<file path="src/rtl/core/fit_policy_hole_allocator_core_defines.svh">
// Assertion macros for the hole allocator core.
// Used by the top level only; needs no other file.
`ifndef FIT_POLICY_HOLE_ALLOCATOR_CORE_DEFINES_SVH
`define FIT_POLICY_HOLE_ALLOCATOR_CORE_DEFINES_SVH
// Assert that a property holds outside reset.
`define FPHA_ASSERT(label, prop, msg) \
  label: assert property (@(posedge clk) disable iff (rst) (prop)) else $error(msg);
// Assert a property including reset cycles.
`define FPHA_ASSERT_ALWAYS(label, prop, msg) \
  label: assert property (@(posedge clk) (prop)) else $error(msg);
`endif

</file>
<file path="src/rtl/core/fpha_ram.sv">
// Generic single-write, single-read RAM with registered read.
// Depends on nothing.
module fpha_ram #(
  parameter int Width = 32,
  parameter int Depth = 32
) (
  input  logic                     clk,
  input  logic                     we,
  input  logic [$clog2(Depth)-1:0] waddr,
  input  logic [Width-1:0]         wdata,
  input  logic [$clog2(Depth)-1:0] raddr,
  output logic [Width-1:0]         rdata
);
  logic [Width-1:0] mem [Depth];

  // Write port and registered read port.
  always_ff @(posedge clk) begin
    if (we) begin
      mem[waddr] <= wdata;
    end
    rdata <= mem[raddr];
  end
endmodule

</file>
<file path="config.mk">
export PLATFORM = sky130hd
export DESIGN_NAME = fpha_ram
export DESIGN_NICKNAME = d
export VERILOG_FILES = /design/src/rtl/core/fit_policy_hole_allocator_core_defines.svh /design/src/rtl/core/fpha_ram.sv
export SDC_FILE = /design/constraint.sdc
export NUM_CORES = 1
export LEC_CHECK = 0
export BUFFER_PORTS_ARGS = -buffer_cell sky130_fd_sc_hd__buf_2
export CAP_MARGIN = 30
export CORE_MARGIN = 5
export CORE_UTILIZATION = 40
export DETAILED_ROUTE_END_ITERATION = 16
export GPL_TIMING_DRIVEN = 0
export MAX_ROUTING_LAYER = met4
export PLACE_DENSITY_LB_ADDON = 0.1
export SYNTH_ARGS = -nofsm -noshare
export SYNTH_HDL_FRONTEND = slang
export SYNTH_SLANG_ARGS = --single-unit
</file>
<file path="constraint.sdc">
create_clock -name clk -period 3.2 [get_ports clk]
set_input_delay 0.32 -clock clk [delete_from_list [all_inputs] [get_ports clk]]
set_output_delay 0.32 -clock clk [all_outputs]
set_load 0.02 [all_outputs]
</file>
==> flow_metrics.tcl, run 1 <==
set metrics [dict create \
    synth_area_mm2 0.04049 \
    postCtsHoldBufs 0 \
    critPathRequiredTime_ns 3.66 \
    postRouteAntennaNets 0 \
    holdCritPathClass "in -> reg" \
    die_h_um 328.1 \
    path_class "in -> reg" \
    post_cts_resized 0 \
    fmax_mhz 458.0 \
    antenna_found_initial 3 \
    gp_congestion 0.7721 \
    fin_area_mm2 0.04717 \
    clk_path_buf_depth 3 \
    clkPwrFrac_pct 42.6 \
    die_w_um 328.1 \
    worstSkewPairLatency_ns 0.68 \
    final-max-slew-violation-count 0 \
    fin_nets 2528 \
    h-tree-depth 3 \
    drt-initial-drc-count 1658 \
    worstMarginPinSlew_ns 0.9499 \
    synthCells 2260 \
    finClkSkew_ns 0.01851 \
    post-route-util_pct 47.03 \
    critPathTopFamily "buffers and inverters" \
    seqPwrFrac_pct 51.9 \
    syn_area_per_cell_um2 17.91 \
    wirelength_um 105000 \
    clk_pin_slew_ns 0.06 \
    switching_share_pct 21.68 \
    switchingPower_uw 6451 \
    yosysTopAreaCell "edfxtp_1" \
    reg2regPathDepth 5 \
    fillers 8475 \
    post_cts_buffers 0 \
    area_growth_pct 16.51 \
    maxSlewHeadroom_pct 36.67 \
    multi_input_area_mm2 0.008582 \
    setup_tns_ns 0 \
    routed_via_density 5.330 \
    cp_cell_sequence "buf_2 > nor2_1 > buf_2 > clkbuf_1 > a22o_1 > nor3_1 > a31oi_1 > nand3_1" \
    hold_violations 0 \
    irDropWorstVdd_mv 0.4873 \
    pwr-share-comb_pct 5.5 \
    drt_first_pass_iters 5 \
    rows 116 \
    synth_top_area_share_pct 75.95 \
    rsz0062_at_grt "no" \
    cts_buffers 112 \
    io_buffers 74 \
    dpl-instance-area_mm2 0.04351 \
    holdPathStages 1 \
    synth_top_flop_cell "edfxtp_1" \
    grt_pass1_wl_um 151100 \
    cts_tree "yes" \
    yosysWarnings 0 \
    vias 21010 \
    drc 0 \
    dieArea_mm2 0.1077 \
    crit_buf_inv 3 \
    grt_max_degree 33 \
    p_int_uw 23300 \
    ys_types 25 \
    grt_usage_pct 19.86 \
    outcome "finished, final reports clean" \
    cp_common_cell "buf_2" \
    cp.arrival_ns 2.64 \
    powerDensity_mw_per_mm2 630.6 \
    cp_num_cells 8 \
    clock-root-buffer "clkbuf_16" \
    wire_per_inst_um 26.64 \
    synth_most_common_cell "edfxtp_1" \
    worst-path-max-fanout 10 \
    cts_sinks 1056 \
    core_mm2 0.1003 \
    dpl.hpwl_um 68770 \
    start_util_pct 40.37 \
    slowest_stage "a31oi_1" \
    synth_edf_count 1024 \
    io_pins 76 \
    syn_nets 2304 \
    critPathMaxStageDelay_ns 0.59 \
    ff_latch_area_mm2 0.03139 \
    synth_seq_cells 1056 \
    start_kind "input pin" \
    fin_crit_ns 2.184 \
    setup_violations 0 \
    finalCritPeriodShare_pct 68.24 \
    grt-ovfl-total 0 \
    drive_above_1_share_pct 15.30 \
    synthTopCellsByCount "edfxtp_1, mux2i_1, nand2_1, nand3_1" \
    synth_area_leaders "edfxtp_1, mux2i_1, a22oi_1" \
    async_reset_ff_share_pct 0 \
    maxCapViolCount 0 \
    ys_seq_area_share_pct 77.54 \
    grt_pass1_vias 21730 \
    leakagePower_uw 0.01641 \
    cp-end-kind "flip-flop" \
]
[area by class of cell]
type                            instances  area share [%]
Clock inverter                         72           1.382
Clock buffer                          139           6.329
Multi-Input combinational cell       1077           18.19
Tap cell                             1357           3.600
Timing Repair Buffer                  110           2.334
Buffer                                127           1.597
Antenna cell                            3         0.01592
Sequential cell                      1056           66.55
[power by group through the flow]
| stage | registers [uW] | clock network (uW) | logic [uW] |
|---|---|---|---|
| after floorplan | 15800 | 0 | 794 |
| after global placement | 15700 | 0 | 1600 |
| after detailed placement | 15700 | 0 | 1670 |
| after CTS | 15400 | 13000 | 1680 |
| after global routing | 15400 | 13600 | 1770 |
| final | 15400 | 12700 | 1650 |
[cell usage in the layout, fill, tap and decap left out, types with 3 or more instances in the layout]
| cell type | count |
|---|---|
| or3b_2 | 3 |
| clkbuf_16 | 113 |
| diode_2 | 3 |
| buf_1 | 5 |
| a31oi_1 | 32 |
| clkbuf_8 | 6 |
| nand3b_1 | 5 |
| buf_12 | 28 |
| clkbuf_1 | 66 |
| a22oi_1 | 96 |
| a22o_1 | 64 |
| buf_6 | 15 |
| clkinv_1 | 18 |
| nor3_1 | 32 |
| a21oi_1 | 96 |
| buf_8 | 4 |
| edfxtp_1 | 1024 |
| buf_2 | 100 |
| nand3_1 | 98 |
| nor2_4 | 32 |
| buf_4 | 33 |
| nand2_1 | 98 |
| dfxtp_1 | 32 |
| clkinvlp_4 | 3 |
| buf_16 | 4 |
| clkinv_8 | 4 |
| clkinv_2 | 34 |
| mux2i_1 | 512 |
| bufinv_16 | 10 |
[sequential cells by signal, summed over array words and instances, names as in the netlist]
register and count:
mem 1024, rdata 32
[per-stage QoR]
stage | power [uW] | hold slack, ns | instances | worst slack (ns)
after floorplan | 16580 | 0.4189 | 2260 | 0.4459
after global routing | 30770 | 0.1798 | 3939 | 0.9265
after CTS | 30060 | 0.1226 | 3937 | 1.020
after detailed placement | 17390 | 0.6000 | 3726 | 0.2807
final | 29750 | 0.1771 | 3941 | 1.016
after global placement | 17320 | 0.6021 | 3691 | -1.513
[per-layer routing]
metal	vias to the layer above	part of all wire, %	global-route usage, %
met5	-	0	-
met4	0	1.8	4.818
met3	126	4.7	2.770
met2	505	49	32.64
met1	10930	44	26.51
li1	9447	-	-
[path summary, 6_finish.rpt]
check                    from     endpoint  slack (ns)
setup reg to reg   mem[5][12]    rdata[12]        1.34
setup / recovery     raddr[1]    rdata[12]        1.02
hold / removal      wdata[25]  mem[15][25]        0.18
hold reg to reg   mem[26][26]    rdata[26]        0.61
[cells by family after synthesis]
group,count (synthesis),synth area share [%]
AOI/OAI and AO/OA,288,4.846
buffers and inverters,127,1.860
and+or+nand+nor,277,3.100
DFF,1056,77.53
muxes,512,12.66
Note: power is estimated with default switching activity, not from simulation.
==> run 2: changes to the inputs <==
Clock period 3.2 ns to 2.18 ns, I/O delays scaled along.
==> run 2 against run 1 <==
Effect of this change: highest routed layer unchanged; routed wire length rose by 0.54%; critical endpoint unchanged; combinational power is 47% higher; hold slack worse by 0.086 ns; power is 45% higher; the flow now finishes with violations (setup timing); largest power group unchanged.
==> flow_metrics.tcl, run 2 (synthesis results as in run 1) <==
set metrics [dict create \
    outcome "complete, but fails checks" \
    violations "setup timing" \
    worstSkewPairLatency_ns 0.68 \
    clock-root-buffer "clkbuf_16" \
    ff_latch_area_mm2 0.03139 \
    final-max-slew-violation-count 0 \
    switching_share_pct 21.26 \
    wirelength_um 105500 \
    area_growth_pct 16.20 \
    grt_pass1_wl_um 151500 \
    cts_tree "yes" \
    wire_per_inst_um 26.82 \
    cts_buffers 111 \
    reg_top3 "mem (1024), rdata (32)" \
    pwr-share-comb_pct 5.6 \
    dieArea_mm2 0.1077 \
    hold_violations 0 \
    routed_via_density 5.330 \
    wl_met2_um 51440 \
    clk_pin_slew_ns 0.06 \
    start_util_pct 40.37 \
    drt_first_pass_iters 5 \
    place_ws_ns -0.6215 \
    highest_layer "met4" \
    setup_violations 2 \
    clk_path_buf_depth 3 \
    maxSlewHeadroom_pct 31.65 \
    p_int_uw 34030 \
    fillers 8509 \
    cts_sinks 1056 \
    critPathRequiredTime_ns 2.61 \
    finClkSkew_ns 0.02218 \
    cp-end-kind "flip-flop" \
    maxCapViolCount 0 \
    gp_congestion 0.7946 \
    h-tree-depth 3 \
    powerDensity_mw_per_mm2 918.6 \
    leakagePower_uw 0.01632 \
    finalCritPeriodShare_pct 102.0 \
    io_pins 76 \
    setup_ws_ns -0.04466 \
    worstMarginPinSlew_ns 1.022 \
    postRouteAntennaNets 0 \
    final_common_cell "edfxtp_1" \
    cp.arrival_ns 2.65 \
    worstReg2RegStart "mem[7][12]" \
    core_mm2 0.1003 \
    holdCritPathClass "in -> reg" \
    seqPwrFrac_pct 52.4 \
    fmax_mhz 449.5 \
    fin_nets 2524 \
    rows 116 \
    hp-start "wdata[28]" \
    regMostFlops "mem" \
    drt-initial-drc-count 1773 \
    grt_pass1_vias 21720 \
    crit_start "raddr[1]" \
    fin_crit_ns 2.225 \
    multi_input_area_mm2 0.008582 \
    drc 0 \
    die_h_um 328.1 \
    dpl.hpwl_um 68640 \
    postCtsHoldBufs 0 \
    post_cts_buffers 0 \
    die_w_um 328.1 \
    clkPwrFrac_pct 42.0 \
    worst-path-max-fanout 10 \
    antenna_found_initial 4 \
    largest_reg_flops 1024 \
    io_buffers 74 \
    start_kind "input pin" \
    grt-ovfl-total 0 \
    most-common-layout-cells "edfxtp_1, mux2i_1, clkbuf_16" \
    path_class "in -> reg" \
    met1Wirelength_um 45540 \
    hold_ws_ns 0.09073 \
    grt_max_degree 33 \
    grt_usage_pct 19.99 \
    dr_wl_met3_um 6502 \
    vias 20970 \
    rsz0062_at_grt "no" \
    drive_above_1_share_pct 14.26 \
    switchingPower_uw 9187 \
    irDropWorstVdd_mv 0.6487 \
]
run 2: cell count changes in the layout (fill, tap and decap cells not counted), moves of 3 or more:
cell / previous run / this run
clkinv_2: 34 / 15
clkbuf_1: 66 / 80
clkinv_1: 18 / 24
buf_12: 28 / 24
buf_16: 4 / 8
buf_8: 4 / 1
clkinv_8: 4 / 1
clkinvlp_4: 3 / 0
run 2: stage by stage:
step           area (um2)  utilization, %  cells  setup TNS (ns)  power, uW
6_report            47040           46.91   3935        -0.05438      43220
5_1_grt             47040           46.90   3932               0      44690
4_1_cts             47010           46.88   3929               0      43710
3_5_place_dp        43490           43.37   3723         -200.47      25530
3_3_place_gp        42570           42.45   3691        -1847.29      25430
2_1_floorplan       40500               -   2260         -221.80      24340
run 2: final timing paths:
kind	to	cells after the start	slack, ns
setup / recovery	rdata[12]	8	-0.04
hold / removal	mem[10][28]	1	0.09
setup reg to reg	rdata[12]	5	0.19
hold reg to reg	rdata[30]	4	0.60
run 2: routing by layer:
metal	vias up	GRT usage, %
met5	-	-
met1	10840	26.16
li1	9445	-
met3	128	3.790
met2	559	32.52
met4	0	5.153
run 2: worst max-delay path, cell delays in order:
cell	delay (ns)
buf_2	0.12
nor2_1	0.15
buf_2	0.31
buf_2	0.40
buf_2	0.39
nand2_1	0.09
a31oi_1	0.58
nand3_1	0.39
run 2: power groups by stage:
stage | Combinational, uW | Clock, uW | Sequential [uW]
after detailed placement | 2450 | 0 | 23100
after floorplan | 1170 | 0 | 23200
after global routing | 2590 | 19400 | 22700
final | 2420 | 18100 | 22600
after global placement | 2350 | 0 | 23100
after CTS | 2460 | 18600 | 22600
run 2: cell type report:
type                    count  area share [%]
multi-input cells        1077           18.24
clock inverters            50          0.9336
diodes                      5         0.02660
plain buffers             127           1.604
repair buffers            107           2.309
well taps                1357           3.609
flip-flops and latches   1056           66.73
clock buffers             156           6.548
run 2: timing repair:
action,CTS,global route
endpoints found under the setup margin,0,2
hold endpoints to repair,0,0
resized for setup,0,3
